===== src/rtl/pzw_pkg.sv =====
// Shared constants and item types for the neutrino pz solver.
`default_nettype none
package pzw_pkg;

    localparam int MOM_W     = 24;   // momentum field width
    localparam int E_W       = 23;   // energy field width
    localparam int WM_W      = 16;   // W mass register width
    localparam logic [WM_W-1:0] WM_RESET = 16'd5126;
    localparam int PT_W      = 48;   // squared transverse momentum
    localparam int T_W       = 49;   // magnitude of twice mu
    localparam int BASE_W    = 74;   // signed twice-mu times lepton pz
    localparam int A_W       = 146;  // first discriminant term
    localparam int B_W       = 142;  // second term before the factor of four
    localparam int RAD_W     = 146;  // radicand
    localparam int ROOT_W    = 73;   // square root
    localparam int REM_W     = 77;   // root remainder
    localparam int SQ_CELLS  = 73;
    localparam int N_W       = 76;   // signed numerator
    localparam int U_W       = 75;   // numerator magnitude
    localparam int DSH_W     = 72;   // divisor times 2^23
    localparam int DIV_CELLS = 24;

    localparam logic [MOM_W-1:0] MOM_MAX = {1'b0, {(MOM_W-1){1'b1}}};
    localparam logic [MOM_W-1:0] MOM_MIN = {1'b1, {(MOM_W-1){1'b0}}};

    typedef struct packed {
        logic signed [MOM_W-1:0] lepton_px;
        logic signed [MOM_W-1:0] lepton_py;
        logic signed [MOM_W-1:0] lepton_pz;
        logic        [E_W-1:0]   lepton_energy;
        logic signed [MOM_W-1:0] missing_px;
        logic signed [MOM_W-1:0] missing_py;
    } t_in;

    typedef struct packed {
        logic signed [MOM_W-1:0] pz_small;
        logic signed [MOM_W-1:0] pz_large;
        logic                    complex_flag;
        logic                    invalid_flag;
    } t_out;

    typedef struct packed {
        logic signed [BASE_W-1:0] base;
        logic        [PT_W-1:0]   ptl2;
        logic                     cplx;
        logic                     zero;
    } t_side;

    typedef struct packed {
        logic [REM_W-1:0]  rem;
        logic [ROOT_W-1:0] root;
        logic [RAD_W-1:0]  rad;
        t_side             side;
    } t_sq;

    typedef struct packed {
        logic [U_W-1:0]       rem;
        logic [DSH_W-1:0]     dcur;
        logic [DIV_CELLS-1:0] q;
        logic                 neg;
        logic                 sat;
        logic                 cplx;
        logic                 zero;
    } t_dv;

endpackage
`default_nettype wire


===== src/rtl/pzw_div_cell.sv =====
// One divider cell: settles one quotient bit and halves the divisor.
`default_nettype none
module pzw_div_cell (
    input  wire          i_clk,
    input  wire          i_rst_n,
    input  wire          i_en,
    input  wire          i_valid,
    input  pzw_pkg::t_dv i_d,
    output logic         o_valid,
    output pzw_pkg::t_dv o_d
);
    import pzw_pkg::*;

    logic           r_valid;
    t_dv            r_d;
    t_dv            n_d;
    logic [U_W-1:0] w_dx;

    always_comb begin
        w_dx = {{(U_W-DSH_W){1'b0}}, i_d.dcur};
        n_d = i_d;
        n_d.dcur = i_d.dcur >> 1;
        if (i_d.rem >= w_dx) begin
            n_d.rem = i_d.rem - w_dx;
            n_d.q   = {i_d.q[DIV_CELLS-2:0], 1'b1};
        end else begin
            n_d.q   = {i_d.q[DIV_CELLS-2:0], 1'b0};
        end
    end

    always_ff @(posedge i_clk) begin
        if (!i_rst_n) begin
            r_valid <= 1'b0;
        end else if (i_en) begin
            r_valid <= i_valid;
        end
    end

    always_ff @(posedge i_clk) begin
        if (i_en) begin
            r_d <= n_d;
        end
    end

    assign o_valid = r_valid;
    assign o_d     = r_d;

endmodule
`default_nettype wire


===== config.mk =====
export PLATFORM = sky130hd
export DESIGN_NAME = pzw_div_cell
export DESIGN_NICKNAME = d
export VERILOG_FILES = /design/src/rtl/pzw_pkg.sv /design/src/rtl/pzw_div_cell.sv
export SDC_FILE = /design/constraint.sdc
export NUM_CORES = 1
export LEC_CHECK = 0
export BUFFER_PORTS_ARGS = -buffer_cell sky130_fd_sc_hd__buf_2
export CAP_MARGIN = 20
export CORE_ASPECT_RATIO = 0.8
export CORE_MARGIN = 5
export CORE_UTILIZATION = 35
export CTS_CLUSTER_SIZE = 24
export DETAILED_ROUTE_END_ITERATION = 7
export PLACE_DENSITY = 0.72
export SLEW_MARGIN = 5
export SYNTH_ARGS = -nofsm -noshare
export SYNTH_HDL_FRONTEND = slang
export SYNTH_SLANG_ARGS = --single-unit

===== constraint.sdc =====
create_clock -name i_clk -period 3.41 [get_ports i_clk]
set_clock_uncertainty 0.05 [all_clocks]
set_input_delay 0.682 -clock i_clk [delete_from_list [all_inputs] [get_ports i_clk]]
set_output_delay 0.682 -clock i_clk [all_outputs]
set_load 0.03 [all_outputs]

After elaboration in Yosys (flattened, before gate mapping)
Index checks and enable logic that the tools add are counted.

word-level totals
  flip-flop bits (word level) = 175
  word-level logic and storage cells = 12
  bits of input ports = 179
  output and inout port bits = 176

cells by class
  $lt $le $gt $ge = 1
  add/subtract/negate cells = 1
  multiplexer cells = 2

operators with widths
  cell              count
  $ge A75 B72 Y1    1
  $mux W75          1
  $sub A75 B72 Y75  1
  $mux W1           1

Longest topological paths before layout
  depth in word-level cells = 2
  mapped depth = 16
  mapped depth without buffers = 14

Worst setup path before layout
Ideal clock, no wire load.

  kind = in2reg
  start point = input i_d[46] (netlist bit)
  end point = register r_d, in the netlist o_d[173], data pin
  arrival = 3.275 ns
  cell stages on the path = 14
  slack = -0.173 ns
  path buffers = 2
  cell sequence = inv_1 -> ha_1 -> buf_4 -> nand4_2 -> or3_1 -> o211a_1 -> a21oi_2 -> o41ai_4 -> o211a_1 -> buf_6 -> clkinv_4 -> o221ai_2 -> or4b_4 -> xnor2_2

RTL lines
  element                 line                text
  start: declaration      pzw_div_cell.sv:8   input pzw_pkg::t_dv i_d,
  end signal: assignment  pzw_div_cell.sv:41  r_d <= n_d;
  end: declaration        pzw_div_cell.sv:15  t_dv r_d;

==> run summary <==
The floorplan die width came out at between 200 and 250 um. The post-layout instance count excluding filler cells came out at roughly 2100. Data on the critical path arrives at its endpoint at about 3.6 ns. Routability-driven placement finished with a final weighted congestion of around 0.91. The wire length on met1 is 18300 um. The required time at the endpoint of the critical path came out at 3.57 ns.

The insertion delay of the later-clocked pin in the worst-skew pair is ~0.44 ns. The post-detailed-placement half-perimeter wirelength came out at roughly 31000 um. Detailed routing inserted a total of 10700 vias. The number of hold-slack violations in the final timing report came out at 0. The period utilization came out at 0.996. The count of hold-fix buffers inserted at cts is 0. The routed length per instance came out at approximately 19 um. The via count of the first global-routing pass is about 10000. Ranked by instance count, the synthesized netlist is headed by 174 x sky130_fd_sc_hd__edfxtp_1, 147 x sky130_fd_sc_hd__a21oi_1, 111 x sky130_fd_sc_hd__nor2_1, 96 x sky130_fd_sc_hd__inv_1, 72 x sky130_fd_sc_hd__ha_1. The synthesized netlist cell count came out at 1118. The sequential-to-total area share from yosys stat is 0.476.

The utilization after layout is 0.518. The CTS tree is built. The die outline height came out at around 170 um.

Along the worst hold path, the cell count comes to 1. Dividing total power by cell area gives a power density of about 450 mW/mm2. Yosys mapped the design onto ~70 distinct sky130hd cell types. The placeable core region is 0.0313 mm2. sky130_fd_sc_hd__edfxtp_1 is the most common cell in the netlist.

The synthesized design spends more area on one cell type than any other, namely sky130_fd_sc_hd__edfxtp_1. The overall routing resource usage came out at 0.211. The number of violations of the max-capacitance limit is 0. The first routing iteration left between 700 and 800 violations. The count of fill cells added during filler insertion is 2876. Entering global routing, the biggest net connects just under 70 pins. The highest clock rate came out at roughly 300 MHz. The worst hold path begins at i_d[25]. The worst vdd rail ir drop is between 300 and 400 uV. The post-synthesis cell area came out at between 0.01 and 0.015 mm2. The share of synthesized area in the top cell type comes to 0.474. The length of the first detailed-routing pass in iterations is 5. The smallest hold slack is roughly 0.35 ns. The critical path startpoint category is a primary input. The beginning of the worst register-to-register path is o_valid.

The slew at the pin closest to its max-slew limit came out at between 0.6 and 0.7 ns. The tree is rooted in a sky130_fd_sc_hd__clkbuf_16. The total global routing overflow came out at 0. The number of flip-flops and latches in the synthesized netlist came out at between 150 and 200. The async set-or-reset flop fraction in the synthesized netlist is 0. The number of synthesized flops with an enable pin came out at approximately 170. For this run, the number of Yosys warnings is 0. A synthesized cell averages 9.86 um2.

The max-slew violation total from the final report came out at 0. The share of post-route cells with drive strength above 1 is 0.424. The run finished with clean final reports. The analysis attributes to cell leakage a power of ~7.4 nW. The detail route stage leaves a number of antenna-violating nets equal to 0. The met2 wire length came out at approximately 18000 um. The number of nets in the final layout came out at 1943. For this run, the leading register cell type out of synthesis is sky130_fd_sc_hd__edfxtp_1. The number of clock buffers added by TritonCTS is 17.

The initial standard-cell utilization of the core is 0.352. The highest layer touched by signal routing is met5. After synthesis, the cell types taking the most area are sky130_fd_sc_hd__edfxtp_1 47%, sky130_fd_sc_hd__ha_1 8.2%, sky130_fd_sc_hd__a21oi_1 6.7%.

STA classifies the critical path endpoint as a flop. The setup path with the least slack is of type primary input to flop. The met3 routed wirelength came out at 2230 um. The total length of routed wires came out at just under 40000 um.

The layout-stage area growth over the synthesis result came out at 47.1%. The area of the die is roughly 0.035 mm2. The per-cell via count in the routed design is just over 5. The largest driver fanout on the critical path is 6. In this run the number of H-tree levels came out at 4.

Setup repair after global routing could not meet its margin everywhere. Row generation in the floorplan step produced slightly below 60 rows. The total setup violations reported at the end of the flow is 0. The initial antenna violation count came to 6. The worst hold path terminates at o_d[26]. The cell depth of the worst flop-to-flop path is 2. In this run the register-to-register setup slack is approximately 2.8 ns. The final critical path time including I/O delays and setup is around 3.4 ns. The number of ports placed on the die boundary is approximately 360.

The storage element area came out at around 0.0052 mm2. For this run, design rule violations remaining after detail routing come to 0. The clock input transition at the sequential cells of the worst setup and hold paths is approximately 0.080 ns. The min-delay analysis places its worst path in the category primary input to flop.

The first-pass GRT wire length came out at 59100 um. The relative slew slack is 0.567. The placed instance count came out at 2076. Adding up every negative setup slack in the final design gives 0 ns. The clock passes through at most 2 buffers. The multi-input logic area came out at around 0.0056 mm2. Counting every sink on the clock net gives around 180. Buffers placed on the I/O ports in this run total ~350. The worst register-to-register path ends at o_valid. The design draws about 7.4 mW. The net count after synthesis is between 1000 and 1500.
through the flow:
stage | cell area, um2 | setup slack, ns
after CTS | 15600 | -0.0381
final | 16200 | 0.0120
after global placement | 15000 | -0.650
after floorplan | 11100 | -0.150
after global routing | 16200 | -0.0411
after detailed placement | 15000 | -0.742
registers in the layout, summed over array words and instances, names as in the netlist:
name,flops
o_valid,1
o_d,174
layout make-up:
class,count,share of cell area
antenna,5,0.000772
tap,420,0.0324
inverter,97,0.0229
timing repair buffer,616,0.240
multi-input combinational,784,0.346
sequential,175,0.324
clock buffer,19,0.0267
clock inverter,13,0.00787
layout by cell type (no fill, tap or decap), types with 13 or more instances in the layout:
cell type	instances
sky130_fd_sc_hd__inv_1	86
sky130_fd_sc_hd__a21o_1	36
sky130_fd_sc_hd__o21ai_0	42
sky130_fd_sc_hd__buf_2	345
sky130_fd_sc_hd__nand4_1	40
sky130_fd_sc_hd__clkbuf_16	17
sky130_fd_sc_hd__nor2_1	111
sky130_fd_sc_hd__edfxtp_1	174
sky130_fd_sc_hd__xor2_1	26
sky130_fd_sc_hd__nand3_1	13
sky130_fd_sc_hd__nand2_1	70
sky130_fd_sc_hd__buf_4	252
sky130_fd_sc_hd__ha_4	15
sky130_fd_sc_hd__o21bai_1	19
sky130_fd_sc_hd__xnor2_1	40
sky130_fd_sc_hd__nor3_1	14
sky130_fd_sc_hd__ha_1	56
sky130_fd_sc_hd__a21oi_1	135
sky130_fd_sc_hd__nand2b_1	14
cell families after synthesis:
kind of cell / Yosys count / share of synthesized area
fa+ha+maj: 73 / 0.0835
flops: 175 / 0.476
other cells: 1 / 0.000340
mux: 12 / 0.0121
xor+xnor: 67 / 0.0539
buf+inv: 159 / 0.0591
compound gates: 322 / 0.181
simple gates: 309 / 0.134
worst max path at each step:
stage | from | endpoint | slack (ns) | cells after the start
3_3_place_gp | i_d[40] | o_d[170] | -0.65 | 14
4_1_cts | i_d[45] | o_d[173] | -0.04 | 14
5_1_grt | i_d[100] | o_d[172] | -0.04 | 15
6_report | i_d[101] | o_d[173] | 0.01 | 14
2_1_floorplan | i_d[46] | o_d[173] | -0.15 | 14
3_5_place_dp | i_d[40] | o_d[170] | -0.74 | 14
where the power goes:
part           internal, mW  switching (mW)
clock network          1.02           0.955
logic                  1.05            1.57
registers              2.68          0.0707
total                  4.76            2.60
worst max-delay path: stages:
cell and delay [ns]:
sky130_fd_sc_hd__buf_2 0.13, sky130_fd_sc_hd__ha_4 0.27, sky130_fd_sc_hd__nor2b_4 0.16, sky130_fd_sc_hd__o211ai_1 0.12
sky130_fd_sc_hd__buf_4 0.18, sky130_fd_sc_hd__a31o_4 0.23, sky130_fd_sc_hd__o211a_4 0.26, sky130_fd_sc_hd__a21oi_4 0.19
sky130_fd_sc_hd__o41ai_4 0.13, sky130_fd_sc_hd__o211a_1 0.30, sky130_fd_sc_hd__clkinv_4 0.11, sky130_fd_sc_hd__o221ai_2 0.09
sky130_fd_sc_hd__or4b_4 0.56, sky130_fd_sc_hd__xnor2_2 0.14
timing repair:
action                     in CTS  in global routing
setup endpoints to repair      12                 71
pin swaps                       1                 21
setup buffers                   1                 16
resized for setup               9                 88
per-layer routing:
| layer | GRT usage | vias to the layer above |
|---|---|---|
| li1 | - | 5217 |
| met1 | 0.302 | 5092 |
| met2 | 0.329 | 359 |
| met3 | 0.0378 | 60 |
| met4 | 0.0642 | 2 |
| met5 | 0 | - |
Power figures use the tool's default switching activity.
