File: src/rtl/pzw_pkg.sv
// Shared constants and item types for the neutrino pz solver.
`default_nettype none
package pzw_pkg;

    localparam int MOM_W     = 24;   // momentum field width
    localparam int E_W       = 23;   // energy field width
    localparam int WM_W      = 16;   // W mass register width
    localparam logic [WM_W-1:0] WM_RESET = 16'd5126;
    localparam int PT_W      = 48;   // squared transverse momentum
    localparam int T_W       = 49;   // magnitude of twice mu
    localparam int BASE_W    = 74;   // signed twice-mu times lepton pz
    localparam int A_W       = 146;  // first discriminant term
    localparam int B_W       = 142;  // second term before the factor of four
    localparam int RAD_W     = 146;  // radicand
    localparam int ROOT_W    = 73;   // square root
    localparam int REM_W     = 77;   // root remainder
    localparam int SQ_CELLS  = 73;
    localparam int N_W       = 76;   // signed numerator
    localparam int U_W       = 75;   // numerator magnitude
    localparam int DSH_W     = 72;   // divisor times 2^23
    localparam int DIV_CELLS = 24;

    localparam logic [MOM_W-1:0] MOM_MAX = {1'b0, {(MOM_W-1){1'b1}}};
    localparam logic [MOM_W-1:0] MOM_MIN = {1'b1, {(MOM_W-1){1'b0}}};

    typedef struct packed {
        logic signed [MOM_W-1:0] lepton_px;
        logic signed [MOM_W-1:0] lepton_py;
        logic signed [MOM_W-1:0] lepton_pz;
        logic        [E_W-1:0]   lepton_energy;
        logic signed [MOM_W-1:0] missing_px;
        logic signed [MOM_W-1:0] missing_py;
    } t_in;

    typedef struct packed {
        logic signed [MOM_W-1:0] pz_small;
        logic signed [MOM_W-1:0] pz_large;
        logic                    complex_flag;
        logic                    invalid_flag;
    } t_out;

    typedef struct packed {
        logic signed [BASE_W-1:0] base;
        logic        [PT_W-1:0]   ptl2;
        logic                     cplx;
        logic                     zero;
    } t_side;

    typedef struct packed {
        logic [REM_W-1:0]  rem;
        logic [ROOT_W-1:0] root;
        logic [RAD_W-1:0]  rad;
        t_side             side;
    } t_sq;

    typedef struct packed {
        logic [U_W-1:0]       rem;
        logic [DSH_W-1:0]     dcur;
        logic [DIV_CELLS-1:0] q;
        logic                 neg;
        logic                 sat;
        logic                 cplx;
        logic                 zero;
    } t_dv;

endpackage
`default_nettype wire

File: src/rtl/pzw_sqrt_cell.sv
// One square-root cell: settles one root bit from two radicand bits.
`default_nettype none
module pzw_sqrt_cell (
    input  wire          i_clk,
    input  wire          i_rst_n,
    input  wire          i_en,
    input  wire          i_valid,
    input  pzw_pkg::t_sq i_d,
    output logic         o_valid,
    output pzw_pkg::t_sq o_d
);
    import pzw_pkg::*;

    logic             r_valid;
    t_sq              r_d;
    t_sq              n_d;
    logic [REM_W-1:0] w_r;
    logic [REM_W-1:0] w_t;

    always_comb begin
        w_r = {i_d.rem[REM_W-3:0], i_d.rad[RAD_W-1 -: 2]};
        w_t = {{(REM_W-ROOT_W-2){1'b0}}, i_d.root, 2'b01};
        n_d = i_d;
        n_d.rad = {i_d.rad[RAD_W-3:0], 2'b00};
        if (w_r >= w_t) begin
            n_d.rem  = w_r - w_t;
            n_d.root = {i_d.root[ROOT_W-2:0], 1'b1};
        end else begin
            n_d.rem  = w_r;
            n_d.root = {i_d.root[ROOT_W-2:0], 1'b0};
        end
    end

    always_ff @(posedge i_clk) begin
        if (!i_rst_n) begin
            r_valid <= 1'b0;
        end else if (i_en) begin
            r_valid <= i_valid;
        end
    end

    always_ff @(posedge i_clk) begin
        if (i_en) begin
            r_d <= n_d;
        end
    end

    assign o_valid = r_valid;
    assign o_d     = r_d;

endmodule
`default_nettype wire

File: config.mk
export PLATFORM = sky130hd
export DESIGN_NAME = pzw_sqrt_cell
export DESIGN_NICKNAME = d
export VERILOG_FILES = /design/src/rtl/pzw_pkg.sv /design/src/rtl/pzw_sqrt_cell.sv
export SDC_FILE = /design/constraint.sdc
export NUM_CORES = 1
export LEC_CHECK = 0
export ABC_AREA = 1
export ABC_CLOCK_PERIOD_IN_PS = 5970
export BUFFER_PORTS_ARGS = -buffer_cell sky130_fd_sc_hd__buf_2
export CORE_AREA = 4 4 324 326
export DETAILED_ROUTE_END_ITERATION = 12
export DIE_AREA = 0 0 328 330
export PLACE_DENSITY_LB_ADDON = 0.15
export SYNTH_ARGS = -nofsm -noshare
export SYNTH_HDL_FRONTEND = slang
export SYNTH_SLANG_ARGS = --single-unit
File: constraint.sdc
create_clock -name i_clk -period 5.97 [get_ports i_clk]
set_input_delay 0.2985 -clock i_clk [delete_from_list [all_inputs] [get_ports i_clk]]
set_output_delay 0.2985 -clock i_clk [all_outputs]
set_load 0.1 [all_outputs]
# After elaboration in Yosys (flattened, before gate mapping)
# Index checks and enable logic that the tools add are counted.
[totals] regBits=419 latch_bits=0 ram_bits=0 mem_bits_ro=0 in_bits=424 output_inout_bits=421 elab_cells=11 mem_count=0
[classes] n_addsub=1 n_mul=0 div=0 n_lt_le_gt_ge=1 n_eq_ne=0 shift=0 muxes=1 bitwise=0 n_reduce_logical=0
[op_table] op="$mux W150" n=1
[op_table] op="$ge A77 B75 Y1" n=1
[op_table] op="$sub A77 B75 Y77" n=1

# Logic depth before layout (Yosys ltp)
# Gate-level depths: netlist of run 1.
[logic_depth] depth_word=2 depth_mapped=19 mapped_depth_nobuf=17

# Worst setup path after synthesis of run 1
# Ideal clock, no wire load.
[synth_timing] kind="input to register" startpoint="input i_d[295] (netlist name)" endpoint="register r_d (netlist bit o_d[379]), data pin" setup_ns=0.252 t_arrival_ns=1.925 required_ns=5.718 slack_ns=3.793 stages=17 n_path_buf=2 path_cell_list="inv_1 > ha_1 > nand2_1 > nor2_1 > inv_2 > nor2_1 > nand2_1 > nor2_1 > nand2_1 > nand3_2 > nand3_2 > nand2_2 > inv_2 > buf_6 > buf_6 > nand2_1 > nand2_1"
[synth_rtl] element="start: declaration" line="pzw_sqrt_cell.sv:8" rtl="input pzw_pkg::t_sq i_d,"
[synth_rtl] element="end signal: assignment" line="pzw_sqrt_cell.sv:44" rtl="r_d <= n_d;"
[synth_rtl] element="end: declaration" line="pzw_sqrt_cell.sv:15" rtl="t_sq r_d;"

==> reports/results.ini, run 1 <==
[outcome]
result_of_the_run=finished clean

[cts]
root_buffer=sky130_fd_sc_hd__clkbuf_16
worst_setup_hold_path_clk_slew_ns=0.06
clk_path_buf_depth=3
clk-insertion-delay-late_ns=0.62
tritoncts=yes
tritoncts_num_sinks=419
htree_depth=2
numCtsBuffers=54
post_cts_resized=0

[die]
floorplan.io_pins=845
initial_core_util_pct=20.5
rows=117
core-area_mm2=0.102
die_h_um=330
chipWidth_um=328
floorplan.die_area_mm2=0.108

[worst_hold_path]
holdPathStages=3
min-delay-path-class=in2reg
min-delay-start=i_d[417]
worst_hold_path.endpoint=o_d[419]$_DFFE_PP_

[critical_path]
critPathCaptureType=flip-flop
worstReg2RegStart=o_valid$_SDFFE_PN0P_
ws_path_type=in2reg
worst_ep_arrival_time_ns=4.28
reg2reg_slack_ns=4.76
worst_path_max_delay_cell=sky130_fd_sc_hd__buf_4
worstPathCellList=dlygate4sd3_1, buf_2, inv_1, ha_1, nand2_1, inv_1, a21oi_1, nand2_1, a21oi_1, nand3_2, nand3_2, nand2_2, clkinv_2, buf_4, nand2_1, nand2_1
timing.critical_path.slowest_cell_delay_ns=0.58
timing.reg2reg.worst_path_depth=3
worst_setup_path_start_kind=primary input
destination_of_the_worst_register_to_register_timing_path=o_valid$_SDFFE_PN0P_
worst-endpoint-required_ns=6.46
critPathMostFrequentCell=sky130_fd_sc_hd__nand2_1
worst-path-max-fanout=46

[global_route]
grt_remaining_overflow=0
largest_net_degree_at_the_start_of_global_routing=140
antenna_found_initial=33
first_pass_grt_wire_length_um=154000
grt_pass1_vias=20300
grt.total_usage_pct=20.2

[power]
pwr_density_cell_mw_per_mm2=331
cellLeakagePower_nw=15.7
power.share.combinational_pct=34.6
p_sw_mw=4.50
power_report.internal_total_mw=6.33
vdd_drop_max_mv=0.190
post-layout-total-power_mw=10.8
p_clk_share_pct=31.8
power.switching_fraction_pct=41.6
p_seq_share_pct=33.6

[timing]
clock-skew-final_ns=0
fin_tns_setup_ns=0
post-route-period-util_pct=63.4
min_period_ns=3.78
finalMaxSlewViolations=0
setup_viol_count_final=0
rsz0062_at_grt=no
worst_pin_slew_ns=0.989
final.hold.worst_slack_ns=0.0686
worst_slew_margin_rel_pct=34.1
timing_hold_violations_final=0
fmax_mhz=264

[place]
dp_hpwl_um=95100
place.gp.congestion=0.902
portBuffers=840

[cells_and_area]
final_util_pct=32.2
fraction_of_final_layout_cells_with_drive_strength_greater_than_1_pct=26.3
finalNetCount=4053
area_delta_synth_final_pct=57.0
nFillCells=10900

[logic_synthesis]
synth-seq-area-share_pct=60.2
synth.cell_area_mm2=0.0209
synth_cell_types=30
synth.avg_cell_area_um2=9.26
synth.yosys.warnings=0
ys_seq_elements=419
syn_inst=2254

[detailed_routing]
post_drt_wl_per_cell_um=23.0
dr.pass1.iters=5
drt_iter0_markers=1076
drt.antenna.violating_nets=0
via_count=19800
drt-vias-per-instance=3.98
post-route-drc-count=0
detail_route.wirelength_um=114000

[job]
max_cap_viol_count=0

-- cell usage after synthesis, drive strengths merged --
| master | instances | area share [%] |
|---|---|---|
| a21boi | 2 | 0.072 |
| a21oi | 74 | 1.8 |
| and2 | 3 | 0.090 |
| buf | 18 | 0.71 |
| conb | 1 | 0.018 |
| dfxtp | 1 | 0.096 |
| edfxtp | 418 | 60 |
| ha | 75 | 4.5 |
| inv | 429 | 7.7 |
| nand2 | 845 | 15 |
| nand3 | 87 | 2.1 |
| nand3b | 13 | 0.47 |
| nand4 | 14 | 0.42 |
| nor2 | 170 | 3.1 |
| nor3 | 17 | 0.41 |
| nor4 | 3 | 0.090 |
| o21a | 1 | 0.036 |
| o21ai | 21 | 0.50 |
| o21bai | 19 | 0.68 |
| or2 | 2 | 0.060 |
| xor2 | 41 | 1.7 |
-- cell families after synthesis --
kind of cell,share of synthesized area (%)
XOR/XNOR,1.72
flip-flops,60.2
AND/OR/NAND/NOR,22.0
AO/OA/AOI/OAI,3.11
other,0.0180
buffers and inverters,8.42
adder cells (fa/ha/maj),4.50
-- power groups by stage --
stage	combinational (mW)	sequential, mW	clock, mW
floorplan	0.616	5.68	0
global placement	3.54	3.69	0
detailed placement	3.54	3.70	0
CTS	3.80	3.64	3.57
global route	3.93	3.66	3.70
finish	3.75	3.64	3.45
-- flip-flops by register name, summed over array words and instances, names as in the netlist --
name and flops:
o_valid 1, o_d 418
-- repair_timing --
item	in CTS	in global routing
buffers inserted	0	0
hold buffers	416	0
hold endpoints to repair	415	0
setup endpoints to repair	0	0
-- how the worst max path moves through the flow --
stage / cells past startpoint / slack (ns) / from / to
2_1_floorplan: 17 / 3.79 / i_d[295] / o_d[379]$_DFFE_PP_
3_3_place_gp: 15 / 2.10 / i_d[296] / o_d[416]$_DFFE_PP_
3_5_place_dp: 15 / 2.06 / i_d[312] / o_d[397]$_DFFE_PP_
4_1_cts: 16 / 2.19 / i_d[312] / o_d[404]$_DFFE_PP_
5_1_grt: 16 / 2.01 / i_d[299] / o_d[405]$_DFFE_PP_
6_report: 16 / 2.19 / i_d[311] / o_d[397]$_DFFE_PP_
-- routing by layer --
layer	part of all wire [%]	GRT usage (%)	vias to the layer above
met5	0.12	0	-
met3	8.1	6.86	133
li1	-	-	9782
met4	3.3	6.19	20
met1	40	23.7	9265
met2	48	34.9	631
-- per-stage QoR --
stage	cells	cell area, um2	worst slack, ns
6_report	4981	32800	2.19
2_1_floorplan	2255	20900	3.79
5_1_grt	4969	32700	2.01
3_5_place_dp	4450	26700	2.06
4_1_cts	4963	32700	2.19
3_3_place_gp	4450	26700	2.10
-- critical path, delay by kind of cell --
kind | cells | cell delay, ns
AOI/OAI and AO/OA | 2 | 0.77
adders and majority gates | 1 | 0.35
buffers and inverters | 6 | 1.77
and+or+nand+nor | 7 | 1.02
-- cell usage in the layout (no fill, tap or decap), drive strengths merged --
cell type,Yosys,routed
nand3b,13,13
edfxtp,418,418
a21boi,2,2
o21ai,21,21
xor2,41,41
inv,429,431
buf,18,845
clkinvlp,0,2
bufinv,0,9
dlygate4sd3,0,416
nor2,170,170
nand4,14,14
clkbuf,0,59
o21bai,19,19
nor3,17,17
clkinv,0,25
conb,1,2
and2,3,3
a21oi,74,74
diode,0,18
o21a,1,1
nor4,3,3
dfxtp,1,1
ha,75,75
nand3,87,87
or2,2,2
nand2,845,845
-- cell type report --
type / count / area [um2] / share of cell area [%]
Clock inverter: 38 / 465 / 1.42
Sequential cell: 419 / 12600 / 38.4
Clock buffer: 59 / 1370 / 4.18
Antenna cell: 18 / 45.0 / 0.137
Inverter: 429 / 1610 / 4.92
Multi-Input combinational cell: 1389 / 6540 / 20.0
Timing Repair Buffer: 1261 / 8450 / 25.8
Tap cell: 1368 / 1710 / 5.22
Power figures use the tool's default switching activity.
==> inputs of run 2 (changes only) <==
Settings changed: ABC_CLOCK_PERIOD_IN_PS 5970 to 3800, CORE_AREA 4 4 324 326 to 4 4 327 329, DIE_AREA 0 0 328 330 to 0 0 331 333.
Clock period 5.97 ns to 3.8 ns, I/O delays scaled along.
==> reports/results.ini, run 2 (synthesis gave the netlist of run 1 again) <==
[outcome]
result_of_the_run=finished clean

[timing]
worst_slew_margin_rel_pct=52.6  ; +19 points
fin_tns_setup_ns=0  ; unchanged
post-route-period-util_pct=80.7
finalMaxSlewViolations=0  ; unchanged
fmax_mhz=326
min_period_ns=3.07
final.hold.worst_slack_ns=0.0686  ; -0.0000625 ns
worst_pin_slew_ns=0.704  ; -0.285 ns
clock-skew-final_ns=0  ; unchanged
setup_viol_count_final=0  ; unchanged
timing_hold_violations_final=0  ; unchanged
rsz0062_at_grt=no

[critical_path]
reg2reg_slack_ns=2.49  ; -2.27 ns
destination_of_the_worst_register_to_register_timing_path=o_valid$_SDFFE_PN0P_
worst_setup_path_start_kind=primary input
worst-path-max-fanout=38  ; -17%
worst-endpoint-required_ns=4.29  ; -2.17 ns
critPathMostFrequentCell=sky130_fd_sc_hd__nand2_1
worst_ep_arrival_time_ns=3.56  ; -0.72 ns
ws_path_type=in2reg
worst_path_max_delay_cell=sky130_fd_sc_hd__dlygate4sd3_1
worstReg2RegStart=o_valid$_SDFFE_PN0P_
timing.critical_path.slowest_cell_delay_ns=0.55  ; -0.03 ns
worstPathCellList=dlygate4sd3_1, buf_2, inv_1, ha_1, nand2_1, inv_1, a21oi_1, nand2_1, a21oi_1, nand3_2, nand3_2, nand2_2, inv_2, buf_12, nand2_1, nand2_1
critPathCaptureType=flip-flop
timing.reg2reg.worst_path_depth=3  ; unchanged

[cts]
worst_setup_hold_path_clk_slew_ns=0.06  ; about the same
postCtsSetupRepairBufs=0  ; unchanged
cts_hold_repair.buffers=418  ; +0.48%
clk_path_buf_depth=3  ; unchanged
tritoncts=yes
clk-insertion-delay-late_ns=0.63  ; about the same
htree_depth=2  ; unchanged
post_cts_resized=0  ; unchanged
tritoncts_num_sinks=419  ; unchanged
numCtsBuffers=54  ; unchanged
root_buffer=sky130_fd_sc_hd__clkbuf_16

[worst_hold_path]
min-delay-path-class=in2reg
min-delay-start=i_en
holdPathStages=1  ; -2
worst_hold_path.endpoint=o_d[156]$_DFFE_PP_

[detailed_routing]
detail_route.wirelength_um=115000  ; +0.20%
drt.antenna.violating_nets=0  ; unchanged
post_drt_wl_per_cell_um=22.9  ; -0.20%
drt-vias-per-instance=3.99  ; +0.16%
post-route-drc-count=0  ; unchanged
via_count=19900  ; +0.56%
drt_iter0_markers=1065  ; -1.0%
dr.pass1.iters=5  ; unchanged

[cells_and_area]
most-common-layout-cells=sky130_fd_sc_hd__nand2_1 (844), sky130_fd_sc_hd__buf_2 (839), sky130_fd_sc_hd__inv_1 (420)
final_util_pct=31.7  ; -0.53 points
finalNetCount=4064  ; +0.27%
fraction_of_final_layout_cells_with_drive_strength_greater_than_1_pct=26.3  ; -0.088 points
largest_reg_flops=418  ; unchanged
final_common_cell=sky130_fd_sc_hd__nand2_1
area_delta_synth_final_pct=57.1  ; about the same

[global_route]
grt_remaining_overflow=0  ; unchanged
grt_pass1_vias=20600  ; +1.3%
grt.total_usage_pct=19.9  ; -0.29 points
first_pass_grt_wire_length_um=155000  ; +1.1%
antenna_found_initial=23  ; -30%
largest_net_degree_at_the_start_of_global_routing=76  ; -46%

[die]
floorplan.die_area_mm2=0.110  ; +1.8%
floorplan.io_pins=845  ; unchanged
core-area_mm2=0.103  ; +1.7%
die_h_um=333  ; +0.91%
chipWidth_um=331  ; +0.91%
initial_core_util_pct=20.2  ; -0.35 points
rows=118  ; +0.85%

[place]
portBuffers=840  ; unchanged
dp_hpwl_um=96000  ; +0.88%
place.gp.congestion=0.947  ; +5.1%

[power]
post-layout-total-power_mw=16.7  ; +54%
pwr_density_cell_mw_per_mm2=509  ; +54%
vdd_drop_max_mv=0.360  ; +90%
cellLeakagePower_nw=15.7  ; about the same

[job]
max_cap_viol_count=0  ; unchanged

-- run 2: cell types whose count changed in the layout (fill, tap and decap cells not counted), sizes merged --
cell,delta
buf,+9
clkinvlp,+1
clkbuf,+10
clkinv,-4
inv,-1
dlygate4sd3,+2
bufinv,-5
diode,-4
-- run 2: how the worst max path moves through the flow --
stage	start	endpoint	slack, ns	cells after the start
2_1_floorplan	i_d[295]	o_d[379]$_DFFE_PP_	1.73	17
4_1_cts	i_d[311]	o_d[352]$_DFFE_PP_	0.79	16
5_1_grt	i_d[311]	o_d[388]$_DFFE_PP_	0.59	16
3_5_place_dp	i_d[311]	o_d[383]$_DFFE_PP_	0.69	15
3_3_place_gp	i_d[311]	o_d[355]$_DFFE_PP_	0.78	15
6_report	i_d[311]	o_d[352]$_DFFE_PP_	0.73	16
-- run 2: where the power goes --
group          internal [mW]  switching (mW)  total, mW
combinational           1.14            4.79       5.93
clock                   2.93            2.13       5.06
sequential              5.60           0.108       5.71
total                   9.67            7.03       16.7
-- run 2: worst max-delay path: cells and delay by family --
family	cells	cell delay (ns)
simple gates	7	0.87
compound gates	2	0.69
fa+ha+maj	1	0.34
buf+inv	6	1.41
-- run 2: stage by stage --
stage / std cells / instance area, um2 / worst slack (ns)
finish: 5001 / 32800 / 0.733
detailed placement: 4471 / 26900 / 0.694
floorplan: 2255 / 20900 / 1.73
global route: 4993 / 32800 / 0.587
CTS: 4987 / 32800 / 0.793
global placement: 4471 / 26900 / 0.778
-- run 2: metal layers --
metal / wire, um / up-vias / GRT usage (%)
li1: - / 9815 / -
met1: 46700 / 9399 / 23.7
met2: 56200 / 578 / 35.1
met3: 8390 / 136 / 5.55
met4: 3370 / 14 / 5.63
met5: 98 / - / 0
-- run 2: cell type report --
class | instances | area (um2)
flip-flops and latches | 419 | 12600
fillers | 11200 | 70700
clock buffers | 69 | 1430
inverters | 429 | 1610
multi-input cells | 1389 | 6540
well taps | 1380 | 1730
diodes | 14 | 35.0
repair buffers | 1272 | 8590
clock inverters | 29 | 282
==> inputs of run 3 (changes only) <==
Settings changed: ABC_CLOCK_PERIOD_IN_PS 3800 to 2920.
Clock period 3.8 ns to 2.92 ns, I/O delays scaled along.
==> reports/results.ini, run 3 (synthesis gave the netlist of run 1 again) <==
[worst_hold_path]
min-delay-start=i_d[269]
min-delay-path-class=in2reg

[critical_path]
worst-path-max-fanout=4  ; -89%
worst_ep_arrival_time_ns=3.18  ; -0.38 ns
cp-startpoint=i_d[298]
critPathMostFrequentCell=sky130_fd_sc_hd__nand2_1
ws_path_type=in2reg
worst-endpoint-required_ns=3.30  ; -0.99 ns
worst_path_max_delay_cell=sky130_fd_sc_hd__dlygate4sd3_1
critPathTopFamily=simple AND/OR/NAND/NOR gates
critPathCaptureType=flip-flop
timing.critical_path.slowest_cell_delay_ns=0.59  ; +0.04 ns
critical_path.n_buffers_inverters=3  ; -3
worstPathCellList=dlygate4sd3_1, buf_2, inv_1, ha_1, nand2_1, nor2_1, nand2_1, nor3_1, nand2_1, nand2_1, nand2_1, nand2_1, nand2_1, nand3_1, nand2_1
worst_setup_path_start_kind=primary input
worstReg2RegStart=o_valid$_SDFFE_PN0P_

[power]
power_report.internal_total_mw=12.5  ; +29%
p_clk_share_pct=29.5  ; -0.8 points
power.share.combinational_pct=36.2  ; +0.7 points
p_seq_share_pct=34.3  ; about the same
vdd_drop_max_mv=0.439  ; +22%
pwr_density_cell_mw_per_mm2=650  ; +28%
cellLeakagePower_nw=16.0  ; +2.2%
power.switching_fraction_pct=42.3  ; +0.22 points
p_sw_mw=9.17  ; +30%

[detailed_routing]
post-route-drc-count=0  ; unchanged
post_drt_wl_per_cell_um=22.6  ; -1.4%
via_count=20300  ; +1.6%
drt_iter0_markers=1074  ; +0.85%
dr.pass1.iters=5  ; unchanged
drt-vias-per-instance=3.99  ; about the same
detail_route.wirelength_um=115000  ; +0.22%
drt.antenna.violating_nets=0  ; unchanged

[place]
dp_hpwl_um=96900  ; +0.94%
place.gp.congestion=0.930  ; -1.8%
placed_cells_incl_taps=4544  ; +1.6%
placed_cell_area_mm2=0.0274  ; +2.1%
portBuffers=840  ; unchanged

[timing]
worst_slew_margin_rel_pct=49.6  ; -2.9 points
finalMaxSlewViolations=0  ; unchanged
post-route-period-util_pct=95.7
clock-skew-final_ns=0  ; unchanged
timing_hold_violations_final=0  ; unchanged
fin_tns_setup_ns=0  ; unchanged
setup_viol_count_final=0  ; unchanged
rsz0062_at_grt=no
fmax_mhz=358
min_period_ns=2.79
worst_pin_slew_ns=0.761  ; +0.0566 ns

[cts]
postCtsSetupRepairBufs=0  ; unchanged
tritoncts_num_sinks=419  ; unchanged
htree_depth=2  ; unchanged
clk_path_buf_depth=3  ; unchanged
worst_setup_hold_path_clk_slew_ns=0.06  ; about the same
root_buffer=sky130_fd_sc_hd__clkbuf_16
tritoncts=yes
numCtsBuffers=52  ; -3.7%
clk-insertion-delay-late_ns=0.63  ; about the same

[die]
die_h_um=333  ; unchanged
rows=118  ; unchanged
initial_core_util_pct=20.2  ; unchanged
floorplan.io_pins=845  ; unchanged
chipWidth_um=331  ; unchanged
core-area_mm2=0.103  ; unchanged
floorplan.die_area_mm2=0.110  ; unchanged

[cells_and_area]
most-common-layout-cells=sky130_fd_sc_hd__nand2_1 (843), sky130_fd_sc_hd__buf_2 (839), sky130_fd_sc_hd__inv_1 (420)
fin_cells=5081  ; +1.6%
final_cell_area_mm2=0.0333  ; +1.6%
multi_input_logic_area_mm2=0.00655  ; about the same
final_common_cell=sky130_fd_sc_hd__nand2_1
finalNetCount=4136  ; +1.8%
layout.area.seq_mm2=0.0126  ; unchanged
nFillCells=11200  ; +0.30%
fraction_of_final_layout_cells_with_drive_strength_greater_than_1_pct=27.8  ; +1.5 points
area_delta_synth_final_pct=59.6
largest_reg_flops=418  ; unchanged
final_util_pct=32.2  ; +0.51 points

[job]
max_cap_viol_count=0  ; unchanged

[global_route]
first_pass_grt_wire_length_um=155000  ; about the same
largest_net_degree_at_the_start_of_global_routing=81  ; +6.6%
grt_remaining_overflow=0  ; unchanged
grt_pass1_vias=21000  ; +2.2%
antenna_found_initial=37  ; +61%
grt.total_usage_pct=20.1  ; +0.12 points

[outcome]
result_of_the_run=finished clean

[run 3: changes by cell type in the layout (fill, tap and decap cells not counted), sizes merged]
cell         before  now
buf             854  927
bufinv            4    3
clkbuf           69   66
clkinvlp          3    2
diode            14   22
dlygate4sd3     418  419
inv             430  433
[run 3: power groups by stage]
stage                     sequential (mW)  clock (mW)  combinational, mW
after global routing                 7.49        6.92               8.22
after detailed placement             7.56           0               7.39
after global placement               7.56           0               7.40
final                                7.44        6.39               7.83
after floorplan                      11.6           0               1.26
after CTS                            7.45        6.68               7.93
[run 3: path summary, 6_finish.rpt]
| kind | slack (ns) | depth (start not counted) | to |
|---|---|---|---|
| min reg2reg | 1.18 | 3 | o_valid$_SDFFE_PN0P_ |
| min | 0.14 | 4 | o_d[344]$_DFFE_PP_ |
| max | 0.13 | 15 | o_d[410]$_DFFE_PP_ |
| max reg2reg | 1.65 | 3 | o_valid$_SDFFE_PN0P_ |
[run 3: what timing repair did]
item / 4_1_cts / 5_1_grt
resized for setup: 0 / 1
hold buffers: 419 / 0
setup endpoints to repair: 0 / 1
hold endpoints to repair: 430 / 0
[run 3: layout make-up]
cell class	count	share of cell area, %
Antenna cell	22	0.165
Clock inverter	30	0.800
Inverter	429	4.83
Multi-Input combinational cell	1389	19.7
Tap cell	1380	5.18
Sequential cell	419	37.7
Clock buffer	66	4.13
Timing Repair Buffer	1346	27.5
[run 3: routing by layer]
metal,share of wire (%),GRT usage (%),wire length (um),up-vias
met5,0.12,0,141,-
met4,3.8,6.86,4410,20
met3,8.5,6.96,9760,178
met2,49,35.1,56000,624
met1,39,22.6,44600,9463
li1,-,-,-,9967
[run 3: tightest hold or removal path: cells and delay by family]
kind,cells,cell delay [ns]
AO/OA/AOI/OAI,1,0.11
buffers and inverters,3,0.35
[run 3: per-stage QoR]
step | hold slack, ns | power (mW) | worst slack [ns]
floorplan | 0.239 | 12.9 | 0.895
global placement | 0.322 | 15.0 | 0.0362
detailed placement | 0.324 | 15.0 | 0.0751
CTS | 0.0794 | 22.1 | 0.200
global route | 0.117 | 22.6 | 0.000126
finish | 0.142 | 21.7 | 0.125
